## config.mk

```make
export PLATFORM = sky130hd
export DESIGN_NAME = prrt_cell
export DESIGN_NICKNAME = d
export VERILOG_FILES = /design/src/rtl/prrt_pkg.sv /design/src/rtl/prrt_cell.sv
export SDC_FILE = /design/constraint.sdc
export NUM_CORES = 1
export LEC_CHECK = 0
export CORE_MARGIN = 8
export CORE_UTILIZATION = 54
export CTS_CLUSTER_SIZE = 8
export DETAILED_ROUTE_END_ITERATION = 7
export DONT_BUFFER_PORTS = 1
export GPL_TIMING_DRIVEN = 0
export PLACE_DENSITY = 0.72
export SYNTH_ARGS = -nofsm -noshare
export SYNTH_HDL_FRONTEND = slang
export SYNTH_SLANG_ARGS = --single-unit
```

## constraint.sdc

```tcl
create_clock -name clk -period 1.53 [get_ports clk]
set_input_delay 0.2295 -clock clk [delete_from_list [all_inputs] [get_ports clk]]
set_output_delay 0.2295 -clock clk [all_outputs]
set_load 0.02 [all_outputs]
```

## src/rtl/prrt_pkg.sv

```systemverilog
`default_nettype none
package prrt_pkg;

	// Field widths
	localparam int KIND_W  = 2;
	localparam int QID_W   = 16;
	localparam int MTYPE_W = 8;
	localparam int NN_W    = 8;
	localparam int EV_W    = 3;
	localparam int NAMES_W = 4;
	localparam int SENDS_W = 5;
	localparam int CFG_W   = 4;

	// APB
	localparam int APB_AW = 3;
	localparam int APB_DW = 32;

	// Register indexes (paddr[2])
	localparam logic REG_RETRY_LIMIT = 1'b0;
	localparam logic REG_MAX_NAMES   = 1'b1;

	localparam logic [CFG_W-1:0] RETRY_LIMIT_RST = 4'd3;
	localparam logic [CFG_W-1:0] MAX_NAMES_RST   = 4'd8;

	// Input kinds
	localparam logic [KIND_W-1:0] KIND_REQUEST  = 2'd0;
	localparam logic [KIND_W-1:0] KIND_RESPONSE = 2'd1;
	localparam logic [KIND_W-1:0] KIND_TIMEOUT  = 2'd2;

	// Only this message type is a response
	localparam logic [MTYPE_W-1:0] MTYPE_RESPONSE = 8'd1;

	localparam logic [SENDS_W-1:0] SENDS_SAT = 5'd31;

	// Event codes
	typedef enum logic [EV_W-1:0] {
		EV_SENT     = 3'd0,
		EV_RESENT   = 3'd1,
		EV_FAILED   = 3'd2,
		EV_ANSWERED = 3'd3,
		EV_BADCOUNT = 3'd4,
		EV_FULL     = 3'd5,
		EV_IGNORED  = 3'd6
	} event_t;

	// One table entry
	typedef struct packed {
		logic [QID_W-1:0]   id;
		logic [SENDS_W-1:0] sends;
		logic [NAMES_W-1:0] names;
	} entry_t;

	// Per-cell control
	typedef struct packed {
		logic shift;
		logic load;
	} cell_ctl_t;

	// Configuration values
	typedef struct packed {
		logic [CFG_W-1:0] retry_limit;
		logic [CFG_W-1:0] max_names;
	} cfg_t;

	// One result transaction
	typedef struct packed {
		logic [EV_W-1:0]    event_res;
		logic [QID_W-1:0]   result_id;
		logic [NAMES_W-1:0] result_names;
		logic [SENDS_W-1:0] sends_done;
		logic               last;
	} result_t;

endpackage
`default_nettype wire

```

## src/rtl/prrt_cell.sv

```systemverilog
`default_nettype none
module prrt_cell import prrt_pkg::*; (
	input  wire logic      clk,
	input  wire cell_ctl_t ctl,
	input  wire entry_t    right,
	input  wire entry_t    load_data,
	output      entry_t    entry
);
	entry_t entry_q;

	assign entry = entry_q;

	// Load wins over shift; otherwise take the right neighbor or hold
	always_ff @(posedge clk) begin
		priority if (ctl.load) begin
			entry_q <= load_data;
		end else if (ctl.shift) begin
			entry_q <= right;
		end else begin
			entry_q <= entry_q;
		end
	end
endmodule
`default_nettype wire

```

==> impl_results.rst <==
.. list-table::
   :header-rows: 1

   * - Metric
     - Value
   * - Headroom to the max-slew limit
     - 35.0%
   * - Cell taking the most area after synthesis
     - edfxtp_1
   * - Critical Path RT
     - 1470 ps
   * - FMAX
     - 756 MHz
   * - Launch instance of the worst min-delay path
     - load_data[5]
   * - Number of antenna diodes
     - 0
   * - Clock tree root driver cell
     - clkbuf_4
   * - Maximum ir drop on the vdd rail
     - 0.000617 V
   * - Number of CTS-inserted buffers
     - 3
   * - Core ar.
     - 2000 um2
   * - Port Buffers
     - 0
   * - Number of nets in the layout
     - 112
   * - Number of slew-limit violations in the final report
     - 0
   * - Final count of hold timing violations
     - 0
   * - Top post-synthesis cells by area
     - edfxtp_1 (65%), mux2_4 (25%), mux2_2 (5.8%)
   * - Final wirelength
     - 2300 um
   * - Unrepaired setup endpoints after global routing
     - no
   * - Maximum number of pins on one net before global-route repair
     - 26
   * - Post-CTS clock slew at the launch and capture registers of the worst setup and hold paths
     - 120 ps
   * - Starting density of the core
     - 58.0%
   * - Number of warnings printed during yosys synthesis
     - 0
   * - Critical path arrival
     - 1260 ps
   * - Count of cell types in the netlist
     - 6
   * - Met3 demand-to-capacity share in global routing
     - 6.09%
   * - Number of storage elements in the synthesis netlist
     - 25
   * - Slew at the pin closest to its max-slew limit
     - 975 ps
   * - Overall overflow remaining after global route
     - 0
   * - Per-cell routed wire length
     - 27.0 um
   * - First-pass DRT Iterations
     - 4
   * - # resized after CTS
     - 0
   * - Post-DR vias/cell
     - 5.76
   * - Most used routing layer in global routing
     - met2
   * - Maximum clock insertion buffer count
     - 2
   * - Fill count
     - 148
   * - Leakage power figure
     - 0.476 nW
   * - Parity-gate share of the synthesized area counting xor and xnor cells
     - 0%
   * - Post-Syn Instances
     - 54
   * - Post-synthesis net count
     - 107
   * - Min-Delay Path Class
     - in2reg
   * - DRC violations left
     - 0
   * - Dominant combinational cell family by area after synthesis
     - multiplexers
   * - Die Ht
     - 62.4 um
   * - Vias post-DR
     - 490
   * - Destination of the worst hold path
     - entry[5]$_DFFE_PP_
   * - Flip-flop count of the largest register, all copies and words added
     - 25
   * - Post-DRT Antenna Nets
     - 0
   * - Average instance area after synthesis
     - 21.5 um2
   * - Arithmetic-cell share of the synthesized area counting full adders, half adders and majority gates
     - 0%
   * - Power density cells
     - 1120 nW/um2
   * - Non-Filler Cell Area, Final
     - 1220 um2
   * - Clock tree from TritonCTS
     - yes
   * - Area share of the largest cell type after synthesis
     - 64.7%
   * - Critical Path End Type
     - flip-flop
   * - Worst hold path cell count
     - 1
   * - Clock sink count
     - 25
   * - Initial antenna violation count
     - 0
   * - Met1 track demand over resource
     - 10.5%
   * - Post-synthesis mux area share
     - 30.4%
   * - Synthesized-area fraction occupied by ao, oa, aoi and oai cells
     - 0%
   * - Sequential-to-total area share from yosys stat
     - 64.7%
   * - Fraction of final layout cells with drive strength greater than 1
     - 53.4%
   * - DRC marker count from the first detailed-route iteration
     - 16
   * - Setup fix buffers added after clock tree synthesis
     - 0
   * - Die Outline Area
     - 3890 um2
   * - Setup total negative slack
     - 0 ps
   * - Total GRT Usage
     - 11.3%
   * - Design Power
     - 0.00137 W
   * - Hold-fix buffer count after cts
     - 0
   * - Global-route wire length before repair
     - 3440 um
   * - GR met2 Demand/Resource
     - 20.4%
   * - Via count of the first global-routing pass
     - 581
   * - Result of the run
     - completed
   * - Worst Setup Path Type
     - in2reg
   * - Post-synthesis cell area
     - 1160 um2
   * - CP startpoint kind
     - primary input
   * - Final count of negative-setup-slack endpoints
     - 0
   * - Minimum period implied by the final worst setup slack
     - 1320 ps
   * - Post-synthesis to final-layout area growth
     - 5.17%
   * - Number of ports placed on the die boundary
     - 78
   * - Maximum fanout count along the critical path
     - 25
   * - Standard-cell row count
     - 16
   * - Worst Slack Setup Final
     - 206 ps
   * - H-Tree Depth
     - 1
   * - Placement-stage worst setup slack
     - -149 ps
   * - Global placer's final weighted congestion
     - 0.861
   * - Max-cap violation count
     - 0
   * - Synth Area in Simple Gates
     - 0.539%
   * - Final period utilization
     - 86.5%
   * - Post-detailed-placement cell area
     - 1190 um2
   * - Die width
     - 62.4 um
kinds of logic (layout without fill, tap and decap cells):
group	after synthesis	in the layout
AND/OR/NAND/NOR	1	1
multiplexers	25	25
flip-flops	25	25
buffers and inverters	3	7
how the worst max path moves through the flow:
stage / to / depth (start not counted) / from
CTS: entry[3]$_DFFE_PP_ / 3 / ctl[0]
floorplan: entry[0]$_DFFE_PP_ / 3 / ctl[0]
global placement: entry[10]$_DFFE_PP_ / 3 / ctl[0]
detailed placement: entry[3]$_DFFE_PP_ / 3 / ctl[0]
finish: entry[16]$_DFFE_PP_ / 3 / ctl[0]
global route: entry[11]$_DFFE_PP_ / 3 / ctl[0]
power by group:
group          leakage [nW]  internal [W]  switching, W  total (W)
registers             0.255      0.000848      0.000126   0.000974
clock network        0.0150      0.000101      0.000170   0.000272
logic                 0.206     0.0000833     0.0000425   0.000126
total                 0.476       0.00103      0.000339    0.00137
metal layers:
layer,share of wire (%),vias up
met2,57,38
li1,-,217
met5,0,-
met1,32,233
met3,10,2
met4,1.0,0
cell usage after synthesis:
library cell	number
buf_12	2
buf_6	1
edfxtp_1	25
mux2_2	6
mux2_4	19
or2_1	1
cell usage in the layout, fill, tap and decap left out:
master and instances:
edfxtp_1 25, mux2_4 19, mux2_2 6, clkbuf_4 3, buf_12 2, buf_6 1
or2_1 1, clkbuf_1 1
worst max-delay path: stages:
cell and delay [ps]:
buf_6 120, buf_12 140, or2_1 750
area by class of cell:
cell class / instances / area, um2 / share of cell area [%]
buffer: 3 / 51.3 / 4.20
clock buffer: 4 / 26.3 / 2.15
multi-input combinational: 26 / 359 / 29.4
sequential: 25 / 751 / 61.5
tap: 27 / 33.8 / 2.77
stage by stage:
stage	utilization [%]	hold slack (ps)	std cells
3_3_place_gp	59.7	448	81
5_1_grt	61.0	96.3	85
3_5_place_dp	59.7	449	81
2_1_floorplan	-	447	54
4_1_cts	61.0	130	85
6_report	61.0	137	85
(Power assumes the default switching activity.)
