$ cat config.mk
export PLATFORM = sky130hd
export DESIGN_NAME = prrt_regs
export DESIGN_NICKNAME = d
export VERILOG_FILES = /design/src/rtl/prrt_pkg.sv /design/src/rtl/prrt_regs.sv
export SDC_FILE = /design/constraint.sdc
export NUM_CORES = 1
export LEC_CHECK = 0
export BUFFER_PORTS_ARGS = -buffer_cell sky130_fd_sc_hd__buf_4
export CAP_MARGIN = 15
export CORE_MARGIN = 4
export CORE_UTILIZATION = 30
export DETAILED_ROUTE_END_ITERATION = 12
export PLACE_DENSITY_LB_ADDON = 0.08
export REMOVE_ABC_BUFFERS = 1
export SLEW_MARGIN = 20
export SYNTH_ARGS = -nofsm -noshare
export SYNTH_HDL_FRONTEND = slang
export SYNTH_SLANG_ARGS = --single-unit
$ cat constraint.sdc
create_clock -name clk -period 1.05 [get_ports clk]
set_clock_uncertainty 0.2 [all_clocks]
set_input_delay 0.0525 -clock clk [delete_from_list [all_inputs] [get_ports clk]]
set_output_delay 0.0525 -clock clk [all_outputs]
set_load 0.05 [all_outputs]
$ cat src/rtl/prrt_pkg.sv
`default_nettype none
package prrt_pkg;

	// Field widths
	localparam int KIND_W  = 2;
	localparam int QID_W   = 16;
	localparam int MTYPE_W = 8;
	localparam int NN_W    = 8;
	localparam int EV_W    = 3;
	localparam int NAMES_W = 4;
	localparam int SENDS_W = 5;
	localparam int CFG_W   = 4;

	// APB
	localparam int APB_AW = 3;
	localparam int APB_DW = 32;

	// Register indexes (paddr[2])
	localparam logic REG_RETRY_LIMIT = 1'b0;
	localparam logic REG_MAX_NAMES   = 1'b1;

	localparam logic [CFG_W-1:0] RETRY_LIMIT_RST = 4'd3;
	localparam logic [CFG_W-1:0] MAX_NAMES_RST   = 4'd8;

	// Input kinds
	localparam logic [KIND_W-1:0] KIND_REQUEST  = 2'd0;
	localparam logic [KIND_W-1:0] KIND_RESPONSE = 2'd1;
	localparam logic [KIND_W-1:0] KIND_TIMEOUT  = 2'd2;

	// Only this message type is a response
	localparam logic [MTYPE_W-1:0] MTYPE_RESPONSE = 8'd1;

	localparam logic [SENDS_W-1:0] SENDS_SAT = 5'd31;

	// Event codes
	typedef enum logic [EV_W-1:0] {
		EV_SENT     = 3'd0,
		EV_RESENT   = 3'd1,
		EV_FAILED   = 3'd2,
		EV_ANSWERED = 3'd3,
		EV_BADCOUNT = 3'd4,
		EV_FULL     = 3'd5,
		EV_IGNORED  = 3'd6
	} event_t;

	// One table entry
	typedef struct packed {
		logic [QID_W-1:0]   id;
		logic [SENDS_W-1:0] sends;
		logic [NAMES_W-1:0] names;
	} entry_t;

	// Per-cell control
	typedef struct packed {
		logic shift;
		logic load;
	} cell_ctl_t;

	// Configuration values
	typedef struct packed {
		logic [CFG_W-1:0] retry_limit;
		logic [CFG_W-1:0] max_names;
	} cfg_t;

	// One result transaction
	typedef struct packed {
		logic [EV_W-1:0]    event_res;
		logic [QID_W-1:0]   result_id;
		logic [NAMES_W-1:0] result_names;
		logic [SENDS_W-1:0] sends_done;
		logic               last;
	} result_t;

endpackage
`default_nettype wire

$ cat src/rtl/prrt_regs.sv
`default_nettype none
module prrt_regs import prrt_pkg::*; (
	input  wire logic              clk,
	input  wire logic              arst_n,
	input  wire logic              psel,
	input  wire logic              penable,
	input  wire logic              pwrite,
	input  wire logic [APB_AW-1:0] paddr,
	input  wire logic [APB_DW-1:0] pwdata,
	output      logic [APB_DW-1:0] prdata,
	output      logic              pready,
	output      cfg_t              cfg
);
	cfg_t cfg_q;
	logic wr_en;

	assign pready = 1'b1;
	assign wr_en  = psel && penable && pwrite;
	assign cfg    = cfg_q;

	// Register writes, decoded on the word address bit
	always_ff @(posedge clk or negedge arst_n) begin
		if (!arst_n) begin
			cfg_q.retry_limit <= RETRY_LIMIT_RST;
			cfg_q.max_names   <= MAX_NAMES_RST;
		end else if (wr_en) begin
			unique case (paddr[2])
				REG_RETRY_LIMIT: cfg_q.retry_limit <= pwdata[CFG_W-1:0];
				REG_MAX_NAMES:   cfg_q.max_names   <= pwdata[CFG_W-1:0];
				default: ;
			endcase
		end
	end

	// Read back
	always_comb begin
		prdata = '0;
		unique case (paddr[2])
			REG_RETRY_LIMIT: prdata[CFG_W-1:0] = cfg_q.retry_limit;
			REG_MAX_NAMES:   prdata[CFG_W-1:0] = cfg_q.max_names;
			default: ;
		endcase
	end
endmodule
`default_nettype wire

==> summary.md <==
| Metric | Value |
|---|---|
| Crit path launch type | `flip-flop` |
| Total Nets Final | `131` |
| Kind of critical path | `reg2out` |
| Max incr delay on CP | `0.54 ns` |
| Critical Path RT | `0.80 ns` |
| Estimated wirelength of the detail-placed design | `865 um` |
| Total of max-cap violations | `0` |
| Via count | `408` |
| Flops & latches, synth | `8` |
| TritonCTS clock tree | `done` |
| Crit Reg-Reg Endpoint | `cfg[7]$_DFFE_PN0P_` |
| Summed instance area of the synthesized netlist | `601 um2` |
| Worst ir drop on vdd | `1.00 mV` |
| Warnings, synthesis | `0` |
| Final-layout worst hold slack | `-0.0540 ns` |
| Wire length of the first global-routing pass | `1650 um` |
| Number of top-level pins | `81` |
| Num CTS Buffers | `3` |
| Status | `complete, but fails checks` |
| Die height | `52.7 um` |
| Seq/Total Area, Yosys | `0.340` |
| Arrival time reported for the critical path endpoint | `1.08 ns` |
| Violation count after the first detailed-route iteration | `0` |
| RSZ-0062 raised after global routing | `yes` |
| Clk root buf | `sky130_fd_sc_hd__clkbuf_4` |
| DRC viols | `0` |
| Number of pins exceeding their max-slew limit in the final report | `0` |
| Starting density of the core | `0.333` |
| Routed wire length | `1260 um` |
| Fraction of final layout cells with drive strength greater than 1 | `0.556` |
| Average vias per placed instance | `3.55` |
| Area of the placeable core | `1800 um2` |
| Clock Sink Count | `8` |
| Mean routed wirelength per cell | `10.9 um` |
| Number of antenna violations at the first check in global routing | `0` |
| Post-synthesis to final-layout area growth | `56.0%` |
| Violated checks | `negative hold slack, negative setup slack` |
| Setup slack of the most critical reg-to-reg path | `-0.05 ns` |
| Total track usage | `0.0861` |
| Pin count of the biggest net entering global routing | `9` |
| Path class of the lowest-slack min-delay path | `in2async` |
| Final weighted congestion in routability-driven placement | `0.584` |
| Areal power density over the cells | `2150 nW/um2` |
| Via count of the first global-routing pass | `362` |
| Number of flip-flops under the largest register name | `8` |
| Syn_area_per_cell | `11.3 um2` |
| Worst flop-to-flop path startpoint | `cfg[7]$_DFFE_PN0P_` |
| Number of setup violations in the final report | `16` |
| Clock-pin slew on the worst setup and hold paths | `0.06 ns` |
| Worst path cell trace | `mux2_4, buf_8` |
| Highest attainable clock frequency | `750 MHz` |
| Maximum fanout count along the critical path | `3` |
| Cell at the slowest stage of the critical path | `sky130_fd_sc_hd__dfstp_2` |
| Final hold violation count | `5` |
| Overflow left after global routing | `0` |
| Area of the die | `2780 um2` |
| Final critical-path required period | `1.33 ns` |
| H-tree lvl count | `1` |
| Logic depth of the worst register-to-register path | `2` |
| Antenna Diode Count | `0` |
| # rows | `15` |
| Kind of end point of the critical path | `output port` |
| Post-Synthesis Cells | `53` |
| Final worst-path setup slack | `-0.284 ns` |
| Final worst path period share | `1.27` |
| Leakage power | `0.498 nW` |
| Die width | `52.7 um` |
| Maximum root-to-sink buffer count | `2` |
| Number of library cell types mapped by synthesis | `7` |
| Router iterations before antenna repair | `1` |
| Clk_lat worst skew | `0.24 ns` |
| Setup WS pre-CTS | `-0.0472 ns` |
| Count of hold buffers inserted by post-cts repair | `5` |
| Antenna-violating nets left | `0` |
| Buffers on Ports | `21` |
## power breakdown
group / internal (mW) / switching [mW]
combinational: 0.540 / 0.783
sequential: 0.396 / 0.0525
clock: 0.145 / 0.0992
## layout make-up
type	count	area, um2
clock buffers	4	26.3
fillers	167	865
multi-input cells	43	303
flip-flops and latches	8	204
well taps	25	31.3
repair buffers	35	373
## what timing repair did
action / CTS / global route
gates resized for setup: 22 / 10
hold endpoints to repair: 16 / 5
cloned: 0 / 0
endpoints found under the setup margin: 12 / 15
buffers inserted: 3 / 3
## how the worst max path moves through the flow
stage	startpoint	end	slack, ns	depth (start not counted)
6_report	cfg[3]$_DFFE_PN1P_	prdata[3]	-0.28	2
5_1_grt	cfg[6]$_DFFE_PN0P_	prdata[2]	-0.32	2
4_1_cts	cfg[4]$_DFFE_PN1P_	prdata[0]	-0.29	2
3_5_place_dp	cfg[5]$_DFFE_PN1P_	prdata[1]	-0.05	2
3_3_place_gp	cfg[5]$_DFFE_PN1P_	prdata[1]	-0.05	2
2_1_floorplan	cfg[3]$_DFFE_PN1P_	prdata[3]	-0.26	1
## cells by family after synthesis
group                  count (synthesis)  share of synthesized area
buffers and inverters                 29                      0.363
flip-flops                             8                      0.340
other                                  2                     0.0125
multiplexers                          12                      0.225
AND/OR/NAND/NOR                        2                     0.0604
## worst max-delay path: cells and delay by family (launching register included)
kind	cells	cell delay, ns
flops	1	0.54
mux	1	0.15
buf+inv	1	0.14
## synthesized netlist by cell type
| library cell | number | area, um2 |
|---|---|---|
| sky130_fd_sc_hd__conb_1 | 2 | 7.51 |
| sky130_fd_sc_hd__dfstp_2 | 3 | 78.8 |
| sky130_fd_sc_hd__dfrtp_1 | 5 | 125 |
| sky130_fd_sc_hd__nand4_2 | 1 | 12.5 |
| sky130_fd_sc_hd__mux2_2 | 12 | 135 |
| sky130_fd_sc_hd__nand4b_4 | 1 | 23.8 |
| sky130_fd_sc_hd__buf_4 | 29 | 218 |
## layout by cell type (no fill, tap or decap), drive strengths merged
cell type,Yosys,final
dfstp,3,3
buf,29,30
nand4,1,1
dfrtp,5,5
mux2,12,12
clkbuf,0,4
nand4b,1,1
dlygate4sd3,0,5
conb,2,29
## stage by stage
| step | std cells | power, mW | util | cell area [um2] | setup TNS (ns) |
|---|---|---|---|---|---|
| after floorplan | 51 | 1.16 | - | 484 | -1.99 |
| after global placement | 102 | 1.45 | 0.394 | 711 | -0.156 |
| after detailed placement | 102 | 1.45 | 0.394 | 711 | -0.158 |
| after CTS | 113 | 1.92 | 0.491 | 885 | -2.61 |
| after global routing | 115 | 2.11 | 0.520 | 937 | -3.22 |
| final | 115 | 2.02 | 0.520 | 937 | -2.76 |
## layer usage
| layer | wire [um] | share of wire | GRT usage |
|---|---|---|---|
| met1 | 533 | 0.42 | 0.108 |
| met2 | 575 | 0.46 | 0.120 |
| met3 | 136 | 0.11 | 0.0285 |
| met4 | 9 | 0.0072 | 0.0638 |
| met5 | 0 | 0 | 0 |
Note: power is estimated with default switching activity, not from simulation.
